### config.mk
export PLATFORM = sky130hd
export DESIGN_NAME = lcd_window_pixel_stream_top
export DESIGN_NICKNAME = d
export VERILOG_FILES = /design/src/rtl/lcdw_pkg.sv /design/src/rtl/lcd_window_pixel_stream_top.sv /design/src/rtl/lcdw_front.sv /design/src/rtl/lcdw_job_fifo.sv /design/src/rtl/lcdw_back.sv
export SDC_FILE = /design/constraint.sdc
export NUM_CORES = 1
export LEC_CHECK = 0
export ABC_AREA = 1
export BUFFER_PORTS_ARGS = -buffer_cell sky130_fd_sc_hd__buf_2
export CAP_MARGIN = 20
export CORE_MARGIN = 4
export CORE_UTILIZATION = 55
export DETAILED_ROUTE_END_ITERATION = 8
export GPL_ROUTABILITY_DRIVEN = 0
export HOLD_SLACK_MARGIN = 0.1
export PLACE_DENSITY = 0.88
export SYNTH_ARGS = -nofsm -noshare
export SYNTH_HDL_FRONTEND = slang
export SYNTH_SLANG_ARGS = --single-unit
### constraint.sdc
create_clock -name aclk -period 6.4 [get_ports aclk]
set_clock_uncertainty 0.15 [all_clocks]
set_input_delay 1.28 -clock aclk [delete_from_list [all_inputs] [get_ports aclk]]
set_output_delay 1.28 -clock aclk [all_outputs]
set_load 0.05 [all_outputs]
### src/rtl/lcdw_pkg.sv
// ----------------------------------------------------------------------------
// lcdw_pkg
// Types and constants of the LCD window / pixel byte streamer.
// ----------------------------------------------------------------------------
`timescale 1ns / 1ps

package lcdw_pkg;

    // action codes of an input item
    localparam logic [1:0] ACT_WINDOW = 2'd0;
    localparam logic [1:0] ACT_TICK   = 2'd1;
    localparam logic [1:0] ACT_GLYPH  = 2'd2;

    // configuration register indexes
    localparam logic CFG_COL_OFFSET = 1'b0;
    localparam logic CFG_ROW_OFFSET = 1'b1;

    localparam logic [1:0] COL_OFFSET_RESET = 2'd2;
    localparam logic [1:0] ROW_OFFSET_RESET = 2'd1;

    // controller commands
    localparam logic [7:0] CMD_CASET = 8'h2A;
    localparam logic [7:0] CMD_RASET = 8'h2B;
    localparam logic [7:0] CMD_RAMWR = 8'h2C;
    localparam logic [7:0] ADDR_HIGH = 8'h00;

    localparam int unsigned JOB_FIFO_DEPTH = 2;

    // byte sequencer
    localparam int unsigned STEP_W = 5;
    localparam logic [STEP_W-1:0] WIN_LAST_STEP    = 5'd10;
    localparam logic [STEP_W-1:0] PIX_LAST_STEP    = 5'd1;
    localparam logic [STEP_W-1:0] GLYPH8_LAST_STEP = 5'd15;
    localparam logic [STEP_W-1:0] GLYPH16_LAST_STEP = 5'd31;

    typedef struct packed {
        logic [1:0]  action;
        logic [7:0]  x_start;
        logic [7:0]  y_start;
        logic [7:0]  x_end;
        logic [7:0]  y_end;
        logic [15:0] fore_color;
        logic [15:0] back_color;
        logic [15:0] glyph_bits;
        logic        glyph_wide;
    } s_item_t;

    typedef struct packed {
        logic [7:0] out_byte;
        logic       is_data;
        logic       last;
    } m_item_t;

    typedef enum logic [1:0] {
        JOB_WINDOW,
        JOB_PIXEL,
        JOB_GLYPH
    } job_kind_t;

    // WINDOW: word_a = {x start, x end}, word_b = {y start, y end}, offsets applied
    // PIXEL:  word_a = colour
    // GLYPH:  word_a = foreground, word_b = background
    typedef struct packed {
        job_kind_t   kind;
        logic [15:0] word_a;
        logic [15:0] word_b;
        logic [15:0] bits;
        logic        wide;
    } job_t;

    typedef struct packed {
        logic full;
        logic empty;
    } fifo_stat_t;

endpackage

### src/rtl/lcd_window_pixel_stream_top.sv
// ----------------------------------------------------------------------------
// lcd_window_pixel_stream_top
// An accepted item's first byte goes through the job queue, then the output register, to m_valid.
// The byte sequencer gives one byte per cycle while the receiver does not stall it; a window is 11 bytes,
// a pixel tick 2, a glyph row 16 or 32; ticks with nothing to send and code 3 send none.
// Reset (aresetn low, synchronous): offsets to 2/1, pixel count and fill colour to 0.
// ----------------------------------------------------------------------------
`timescale 1ns / 1ps

module lcd_window_pixel_stream_top import lcdw_pkg::*; #(
    parameter int unsigned JOB_DEPTH = JOB_FIFO_DEPTH
) (
    input  logic       aclk,
    input  logic       aresetn,
    // drawing requests
    input  logic       s_valid,
    output logic       s_ready,
    input  s_item_t    s_item,
    // link bytes
    output logic       m_valid,
    input  logic       m_ready,
    output m_item_t    m_item,
    // configuration writes (column / row offset)
    input  logic       cfg_wr_en,
    input  logic       cfg_index,
    input  logic [1:0] cfg_wdata
);

    // Front: decodes the action, updates the pixel count and fill colour at
    // accept time and turns each byte-producing item into a job. Because the
    // job carries the colour and offset coordinates already resolved, the
    // state may run ahead of the bytes still queued behind it.
    job_t       job_in, job_head;
    logic       job_push, job_pop;
    fifo_stat_t fifo_stat;

    lcdw_front u_front (
        .aclk      (aclk),
        .aresetn   (aresetn),
        .s_valid   (s_valid),
        .s_ready   (s_ready),
        .s_item    (s_item),
        .cfg_wr_en (cfg_wr_en),
        .cfg_index (cfg_index),
        .cfg_wdata (cfg_wdata),
        .fifo_stat (fifo_stat),
        .job_push  (job_push),
        .job       (job_in)
    );

    // Job queue: lets the front keep taking items while a long job drains.
    lcdw_job_fifo #(
        .DEPTH (JOB_DEPTH)
    ) u_fifo (
        .aclk     (aclk),
        .aresetn  (aresetn),
        .push     (job_push),
        .push_job (job_in),
        .pop      (job_pop),
        .head_job (job_head),
        .stat     (fifo_stat)
    );

    // Back: steps through the head job, one byte per cycle into the output
    // register while the receiver does not stall it; pops the job with its last
    // byte so the next one follows without a gap.
    lcdw_back u_back (
        .aclk      (aclk),
        .aresetn   (aresetn),
        .head_job  (job_head),
        .fifo_stat (fifo_stat),
        .job_pop   (job_pop),
        .m_valid   (m_valid),
        .m_ready   (m_ready),
        .m_item    (m_item)
    );

endmodule

### src/rtl/lcdw_front.sv
// ----------------------------------------------------------------------------
// lcdw_front
// Accepts items, keeps window state and offsets, and issues byte jobs.
// ----------------------------------------------------------------------------
`timescale 1ns / 1ps

module lcdw_front import lcdw_pkg::*; (
    input  logic       aclk,
    input  logic       aresetn,
    input  logic       s_valid,
    output logic       s_ready,
    input  s_item_t    s_item,
    input  logic       cfg_wr_en,
    input  logic       cfg_index,
    input  logic [1:0] cfg_wdata,
    input  fifo_stat_t fifo_stat,
    output logic       job_push,
    output job_t       job
);

    logic [1:0]  col_off_reg, row_off_reg;
    logic [16:0] pixels_left_reg, pixels_left_next;
    logic [15:0] fill_color_reg, fill_color_next;

    logic        accept;
    logic [8:0]  width, height;
    logic [16:0] area;
    logic [16:0] area_count;

    assign s_ready = !fifo_stat.full;
    assign accept  = s_valid && s_ready;

    assign width  = 9'(s_item.x_end) - 9'(s_item.x_start) + 9'd1;
    assign height = 9'(s_item.y_end) - 9'(s_item.y_start) + 9'd1;
    // 256 x 256 still fits; reversed corners are discarded below
    assign area   = 17'(width) * 17'(height);
    assign area_count = (s_item.x_end < s_item.x_start || s_item.y_end < s_item.y_start)
                        ? 17'd0 : area;

    always_comb begin
        pixels_left_next = pixels_left_reg;
        fill_color_next  = fill_color_reg;
        job_push         = 1'b0;
        job.kind         = JOB_GLYPH;
        job.word_a       = s_item.fore_color;
        job.word_b       = s_item.back_color;
        job.bits         = s_item.glyph_bits;
        job.wide         = s_item.glyph_wide;
        if (accept) begin
            unique case (s_item.action)
                ACT_WINDOW: begin
                    job_push         = 1'b1;
                    job.kind         = JOB_WINDOW;
                    job.word_a       = {s_item.x_start + 8'(col_off_reg),
                                        s_item.x_end + 8'(col_off_reg)};
                    job.word_b       = {s_item.y_start + 8'(row_off_reg),
                                        s_item.y_end + 8'(row_off_reg)};
                    pixels_left_next = area_count;
                    fill_color_next  = s_item.fore_color;
                end
                ACT_TICK: begin
                    job.kind   = JOB_PIXEL;
                    job.word_a = fill_color_reg;
                    if (pixels_left_reg != 17'd0) begin
                        job_push         = 1'b1;
                        pixels_left_next = pixels_left_reg - 17'd1;
                    end
                end
                ACT_GLYPH: begin
                    job_push = 1'b1;
                end
                default: begin
                end
            endcase
        end
    end

    always_ff @(posedge aclk) begin
        if (!aresetn) begin
            col_off_reg     <= COL_OFFSET_RESET;
            row_off_reg     <= ROW_OFFSET_RESET;
            pixels_left_reg <= '0;
            fill_color_reg  <= '0;
        end else begin
            pixels_left_reg <= pixels_left_next;
            fill_color_reg  <= fill_color_next;
            if (cfg_wr_en) begin
                unique case (cfg_index)
                    CFG_COL_OFFSET: col_off_reg <= cfg_wdata;
                    CFG_ROW_OFFSET: row_off_reg <= cfg_wdata;
                    default: begin
                    end
                endcase
            end
        end
    end

endmodule

### src/rtl/lcdw_job_fifo.sv
// ----------------------------------------------------------------------------
// lcdw_job_fifo
// Short job queue between the front and the byte sequencer.
// ----------------------------------------------------------------------------
`timescale 1ns / 1ps

module lcdw_job_fifo import lcdw_pkg::*; #(
    parameter int unsigned DEPTH = JOB_FIFO_DEPTH
) (
    input  logic       aclk,
    input  logic       aresetn,
    input  logic       push,
    input  job_t       push_job,
    input  logic       pop,
    output job_t       head_job,
    output fifo_stat_t stat
);

    localparam int unsigned PTR_W = (DEPTH > 1) ? $clog2(DEPTH) : 1;
    localparam int unsigned CNT_W = $clog2(DEPTH + 1);

    job_t             mem_reg [DEPTH];
    logic [PTR_W-1:0] wr_ptr_reg, rd_ptr_reg;
    logic [CNT_W-1:0] count_reg;

    function automatic logic [PTR_W-1:0] ptr_inc(input logic [PTR_W-1:0] p);
        ptr_inc = (p == PTR_W'(DEPTH - 1)) ? '0 : p + PTR_W'(1);
    endfunction

    assign head_job   = mem_reg[rd_ptr_reg];
    assign stat.full  = (count_reg == CNT_W'(DEPTH));
    assign stat.empty = (count_reg == '0);

    always_ff @(posedge aclk) begin
        if (push) begin
            mem_reg[wr_ptr_reg] <= push_job;
        end
    end

    always_ff @(posedge aclk) begin
        if (!aresetn) begin
            wr_ptr_reg <= '0;
            rd_ptr_reg <= '0;
            count_reg  <= '0;
        end else begin
            if (push) begin
                wr_ptr_reg <= ptr_inc(wr_ptr_reg);
            end
            if (pop) begin
                rd_ptr_reg <= ptr_inc(rd_ptr_reg);
            end
            if (push && !pop) begin
                count_reg <= count_reg + CNT_W'(1);
            end else if (pop && !push) begin
                count_reg <= count_reg - CNT_W'(1);
            end
        end
    end

endmodule

### src/rtl/lcdw_back.sv
// ----------------------------------------------------------------------------
// lcdw_back
// Byte sequencer: expands the head job into link bytes, one per cycle unless stalled.
// ----------------------------------------------------------------------------
`timescale 1ns / 1ps

module lcdw_back import lcdw_pkg::*; (
    input  logic       aclk,
    input  logic       aresetn,
    input  job_t       head_job,
    input  fifo_stat_t fifo_stat,
    output logic       job_pop,
    output logic       m_valid,
    input  logic       m_ready,
    output m_item_t    m_item
);

    logic [STEP_W-1:0] step_reg;
    logic [STEP_W-1:0] last_step;
    logic              advance;
    logic              at_last;
    logic [15:0]       glyph_color;
    m_item_t           m_item_reg, m_item_next;
    logic              m_valid_reg;

    assign advance = !fifo_stat.empty && (!m_valid_reg || m_ready);
    assign at_last = (step_reg == last_step);
    assign job_pop = advance && at_last;

    // bit 0 of the step picks high or low byte, the rest picks the bitmap bit
    assign glyph_color = head_job.bits[step_reg[STEP_W-1:1]] ? head_job.word_a
                                                             : head_job.word_b;

    always_comb begin
        unique case (head_job.kind)
            JOB_WINDOW: last_step = WIN_LAST_STEP;
            JOB_PIXEL:  last_step = PIX_LAST_STEP;
            JOB_GLYPH:  last_step = head_job.wide ? GLYPH16_LAST_STEP : GLYPH8_LAST_STEP;
            default:    last_step = PIX_LAST_STEP;
        endcase
    end

    always_comb begin
        m_item_next.is_data  = 1'b1;
        m_item_next.last     = at_last;
        m_item_next.out_byte = ADDR_HIGH;
        unique case (head_job.kind)
            JOB_WINDOW: begin
                unique case (step_reg)
                    5'd0: begin
                        m_item_next.out_byte = CMD_CASET;
                        m_item_next.is_data  = 1'b0;
                    end
                    5'd2: m_item_next.out_byte = head_job.word_a[15:8];
                    5'd4: m_item_next.out_byte = head_job.word_a[7:0];
                    5'd5: begin
                        m_item_next.out_byte = CMD_RASET;
                        m_item_next.is_data  = 1'b0;
                    end
                    5'd7: m_item_next.out_byte = head_job.word_b[15:8];
                    5'd9: m_item_next.out_byte = head_job.word_b[7:0];
                    5'd10: begin
                        m_item_next.out_byte = CMD_RAMWR;
                        m_item_next.is_data  = 1'b0;
                    end
                    default: m_item_next.out_byte = ADDR_HIGH;
                endcase
            end
            JOB_PIXEL: begin
                m_item_next.out_byte = step_reg[0] ? head_job.word_a[7:0]
                                                   : head_job.word_a[15:8];
            end
            JOB_GLYPH: begin
                m_item_next.out_byte = step_reg[0] ? glyph_color[7:0] : glyph_color[15:8];
            end
            default: m_item_next.out_byte = ADDR_HIGH;
        endcase
    end

    always_ff @(posedge aclk) begin
        if (advance) begin
            m_item_reg <= m_item_next;
        end
    end

    always_ff @(posedge aclk) begin
        if (!aresetn) begin
            m_valid_reg <= 1'b0;
            step_reg    <= '0;
        end else begin
            if (advance) begin
                m_valid_reg <= 1'b1;
                step_reg    <= at_last ? '0 : step_reg + STEP_W'(1);
            end else if (m_ready) begin
                m_valid_reg <= 1'b0;
            end
        end
    end

    assign m_valid = m_valid_reg;
    assign m_item  = m_item_reg;

endmodule

# == Yosys cells after proc, flatten, opt, wreduce, memory -nomap -nowiden ==
# Memory sizes are Yosys's and may differ from the RTL's. A register that Yosys moved wholly into a read port is not among the register bits.
# Cells that the tools add are included.
# classes
n_addsub,14
muxes,30
reduce_logical,26
magnitude_cmp,3
bitwise,1
n_eq_ne,13
mul,1
# op_table
cell,n
8-bit case mux with 7 select lines,1
18-bit case mux with 2 select lines,1
17-bit two-way mux,2
34-bit two-way mux,1
17-bit case mux with 2 select lines,1
8-bit by 2-bit adder with 8-bit output,4
16-bit two-way mux,2
8-bit case mux with 3 select lines,1
9-bit by 1-bit adder with 9-bit output (second input constant),2
8-bit by 8-bit subtractor with 9-bit output,2
9-bit by 9-bit multiplier with 17-bit output,1
17-bit nonzero test,1
17-bit by 1-bit subtractor with 17-bit output (second input constant),1
8-bit < comparator,2
8-bit two-way mux,2
5-bit by 3-bit == test with 1-bit output (second input constant),3
1-bit two-way mux,12
5-bit by 4-bit == test with 1-bit output (second input constant),2
5-bit two-way mux,2
5-bit case mux with 2 select lines,1
2-bit == test (second input constant),3
2-bit zero test,3
2-bit AND reduction,3
2-bit nonzero test,3
other kinds (20),32
# totals
regBits,57
word_cells,101
mem_bits_rw,102
output_inout_bits,12
mem_count,1
# memory_table
memory,depth,width,rd,rd_clocked_by_memory_dff,write_ports,line,rtl
u_fifo.mem_reg,2,51,1,1,1,lcdw_job_fifo.sv:22,job_t mem_reg [DEPTH];

# == Logic depth before layout (Yosys ltp) ==
# depth
ltp_word,8
depth_mapped,33

# == Cells and area by module ==
# Synthesis repeated with hierarchy kept, for this count alone.
# hier_totals
hier_cells,1460
hier_area_um2,12509.5
# modules_own_cells
module,n_inst,cells_per_inst,area_per_inst_um2
lcdw_front,1,996,6726.5
lcdw_job_fifo,1,194,4164.0
lcdw_back,1,270,1619.1

# == Worst setup path after synthesis ==
# Ideal clock, no wire load.
# synth_timing
path_kind,input-to-reg
startpoint,input port s_item[50] (netlist bit)
endpoint,register u_front.pixels_left_reg[11]
setup_slack_ns,-0.419
t_arrival_ns,6.550
cell_stages,26
setup_time_ns,0.119
required_ns,6.131
path_buffers,0
path_cell_list,inv_1 ha_1 inv_1 ha_1 fa_1 a21o_1 a21oi_1 or2_1 nand2_1 a21oi_2 xnor2_1 nand2_1 fa_1 fa_1 inv_1 fa_1 inv_1 fa_1 inv_1 ha_1 a21oi_1 o21ai_0 a21o_1 or2_2 nand3_1 a21oi_1
# synth_via
elab_chain_cells,5
# synth_rtl
element,line,rtl
"start, declared",lcd_window_pixel_stream_top.sv:18,"input s_item_t s_item,"
8-bit by 8-bit subtractor with 9-bit output,lcdw_front.sv:34,assign height = 9'(s_item.y_end) - 9'(s_item.y_start) + 9'd1;
9-bit by 1-bit adder with 9-bit output,lcdw_front.sv:34,
9-bit by 9-bit multiplier with 17-bit output,lcdw_front.sv:36,assign area = 17'(width) * 17'(height);
17-bit two-way mux (*),lcdw_front.sv:38,? 17'd0 : area;
17-bit case mux with 2 select lines (*),lcdw_front.sv:50,unique case (s_item.action)
"end signal, assigned",lcdw_front.sv:85,pixels_left_reg <= pixels_left_next;
"end, declared",lcdw_front.sv:22,"logic [16:0] pixels_left_reg, pixels_left_next;"
# Mark *: on every way between the ends. The rest lies on a longest branch, timed or not.
# A chain may end at the register's enable or synchronous reset.

# == Worst setup path in the final report ==
# layout_timing
startpoint,input port s_item[74] (netlist bit)
endpoint,register u_front.pixels_left_reg[12]
# layout_via
elab_chain_cells,5
# layout_rtl
element,line,rtl
8-bit by 8-bit subtractor with 9-bit output,lcdw_front.sv:33,assign width = 9'(s_item.x_end) - 9'(s_item.x_start) + 9'd1;
9-bit by 1-bit adder with 9-bit output,lcdw_front.sv:33,
9-bit by 9-bit multiplier with 17-bit output,lcdw_front.sv:36,
17-bit two-way mux (*),lcdw_front.sv:38,
17-bit case mux with 2 select lines (*),lcdw_front.sv:50,
# Marks and branches as above.

==> summary.txt <==
STA
  – Achievable Freq: 154 MHz
  – Rel. slew slack: 43.6%
  – Fin crit period: 6.51 ns
  – Final setup violation count: 7
  – RSZ-0062 raised after global routing: yes
  – Tcrit/Tclk final: 102%
  – Hold Fails Final Rpt: 0
  – Max Transition Viols Final: 0
  – PnR worst setup slack: -0.111 ns
  – Least-Margin Pin Slew: 0.845 ns

Status
  – Status: finished with violations
  – Failing checks: setup timing

Layout
  – # nets final: 1883
  – Core Util, Final: 69.0%
  – Max reg flops: 102
  – Final cell count without fillers: 1938
  – Design area: 14700 um2
  – Reg area: 4330 um2
  – Area of the multi-input gates: 7070 um2
  – Ratio of cells with drive above 1 in the final layout: 22.9%
  – # fillers: 1467
  – Area delta synth->final: 21.9%

CTS
  – Root Driver: clkbuf_16
  – Clock buffer depth: 2
  – Num CTS Buffers: 17
  – Clk sinks: 160
  – CTS Hold Buffers Added: 0
  – CTS tree: yes
  – Clock Pin Slew Worst Setup and Hold Paths: 0.07 ns
  – Worst-skew pair later-pin latency: 0.44 ns
  – H-tree lvl count: 4

Min path
  – Hold_sp: u_front.fill_color_reg[0]
  – HP Class: flip-flop to flip-flop
  – Worst Hold End: u_front.fill_color_reg[0]
  – Hold Crit Depth: 2

Floorplan
  – Initial Utilization: 56.6%
  – Die Wd: 156 um
  – Vert. Die Dim: 156 um
  – Die area: 24300 um2
  – Core area: 21300 um2
  – Row cnt: 53
  – # IOs: 103

Worst setup path
  – Startpoint types: input port
  – Slowest-stage cell, CP: fa_1
  – Crit Path Category: input port to flip-flop
  – Internal reg-to-reg setup slack: 3.28 ns
  – Worst reg-to-reg path cell count: 12
  – Crit Path Max Fanout: 4
  – Required time of the critical path: 6.62 ns
  – Worst R2R End: u_fifo.count_reg[1]
  – Critical Path End Type: flip-flop
  – Critical path's largest stage delay: 0.54 ns
  – Arr. time, crit path: 6.73 ns
  – R2R Path Start: u_back.step_reg[1]

Global route
  – Remaining global-route overflow: 0
  – Largest net degree at the start of global routing: 56
  – Initial antenna violation count: 3
  – Vias in the first global route: 10997
  – Total track usage: 26.9%
  – First-pass GRT wire length: 52.3 mm

Synthesis
  – Synth warnings: 0
  – Sequential area share after synthesis: 35.9%
  – Top cells by area, synth: edfxtp_1, fa_1, nand2_1, ha_1, dfxtp_1
  – Ys async rst share: 0%
  – Yosys reg bits: 160
  – Mapped Cells: 1449
  – Syn Nets: 1685
  – Largest area contributor in the netlist: edfxtp_1
  – Share of Yosys cell area claimed by the top area cell type: 27.9%
  – EDFF count, synth: 112
  – Main synth FF type: edfxtp_1
  – Synth unique cells: 56
  – Syn_area_per_cell: 8.31 um2
  – Mapped cell area: 12000 um2

Detailed routing
  – Drt drc: 0
  – Initial drt markers: 1181
  – Wire per inst: 18.1 um
  – Total Routed Length: 35.1 mm
  – Vias/cell: 5.79
  – Initial DRT Pass Iterations: 8
  – Post-DRT Antenna Nets: 0
  – Vias: 11222

Placed design
  – Area after DPL: 13600 um2
  – Detailed placement HPWL: 24.7 mm
  – PortBufs: 102
  – Placed Cells: 1888

Run
  – Max cap viols: 0
-- cell families (layout without fill, tap and decap cells) --
family / Yosys count / in the layout / synth area share, %
and+or+nand+nor: 596 / 596 / 21.1
muxes: 23 / 23 / 1.91
DFF: 160 / 160 / 35.9
xor gates and xnor gates: 39 / 39 / 2.96
buffers and inverters: 276 / 487 / 9.19
adders and majority gates: 145 / 145 / 18.9
AOI/OAI and AO/OA: 210 / 210 / 10.1
other: 0 / 3 / 0
-- through the flow --
step	TNS [ns]	setup WS [ns]	hold slack, ns
after floorplan	-0.00307	-0.00307	0.280
after global placement	-3.10	-0.446	0.289
after detailed placement	-4.77	-0.632	0.298
after CTS	0	0.000647	0.312
after global routing	-1.99	-0.306	0.332
final	-0.402	-0.111	0.317
-- worst max-delay path by stage --
stage	to	slack (ns)	startpoint
final	u_front.pixels_left_reg[12]	-0.11	s_item[74]
after floorplan	u_front.pixels_left_reg[14]	-0.003	s_item[50]
after global routing	u_front.pixels_left_reg[12]	-0.31	s_item[50]
after global placement	u_front.pixels_left_reg[14]	-0.45	s_item[50]
after CTS	u_front.pixels_left_reg[14]	0.0006	s_item[67]
after detailed placement	u_front.pixels_left_reg[15]	-0.63	s_item[58]
-- worst max-delay path: cells and delay by family --
kind	cells	cell delay [ns]
and+or+nand+nor	10	0.89
buffers and inverters	10	0.84
xor gates and xnor gates	1	0.20
adders and majority gates	8	3.05
AOI/OAI and AO/OA	3	0.43
-- layout make-up --
class / count / share of cell area, %
multi-input cells: 1013 / 48.1
flip-flops and latches: 160 / 29.5
repair buffers: 212 / 9.42
inverters: 243 / 6.47
clock buffers: 17 / 2.90
well taps: 275 / 2.34
clock inverters: 15 / 1.25
diodes: 3 / 0.0511
-- synth_stat cells (2+ instances only) --
master,n
buf_4,4
dfxtp_1,48
a21oi_1,71
nand3_1,73
xor2_1,24
o21ai_1,7
edfxtp_1,112
clkinv_1,2
nand3b_1,7
clkbuf_1,14
inv_1,230
o211ai_1,7
a21oi_2,3
inv_4,3
nor2_4,2
nor2_8,2
ha_1,84
a22oi_1,4
or2_2,6
mux2i_1,23
xor2_2,2
nor2_2,9
nand4_1,9
buf_6,5
a21o_1,6
nor2_1,152
inv_2,8
a31oi_1,6
nand2_4,3
o21bai_1,3
o31ai_1,7
nand2_2,2
nand2_1,318
o21ai_0,73
o311ai_0,2
nor3_1,5
o22ai_1,6
fa_1,61
xnor2_1,13
buf_2,9
o221ai_1,6
a2bb2oi_1,4
-- cells in the final DEF, fill, tap and decap left out, types with 9 or more instances in the layout --
master	netlist	routed
nand2_1	318	304
inv_1	230	205
nor2_1	152	140
edfxtp_1	112	112
buf_4	4	108
buf_2	9	97
o21ai_0	73	69
ha_1	84	69
nand3_1	73	68
a21oi_1	71	61
fa_1	61	57
dfxtp_1	48	47
inv_2	8	25
xor2_1	24	24
mux2i_1	23	23
clkbuf_16	0	17
ha_4	0	15
nor2_2	9	13
nand2_2	2	13
a21oi_2	3	11
xnor2_1	13	11
nor2_4	2	10
inv_4	3	10
o21ai_1	7	9
nand4_1	9	9
-- layer usage --
metal / vias to the layer above / part of all wire (%) / wire [um] / GRT usage, %
met3: 151 / 7.2 / 2530 / 3.86
met2: 644 / 53 / 18400 / 48.8
li1: 5111 / - / - / -
met1: 5316 / 35 / 12400 / 30.9
met5: - / 0 / 0 / 0
met4: 0 / 4.8 / 1670 / 13.1
-- what timing repair did --
action                                  CTS  global route
gates resized for setup                   8            80
hold endpoints to repair                  0             0
gates cloned                              0             0
setup buffers                             8             7
endpoints found under the setup margin    6            10
pin swaps                                21            37
Power is not shown: default switching activity piles up to over one toggle a cycle in this logic, so the estimate is an artifact.
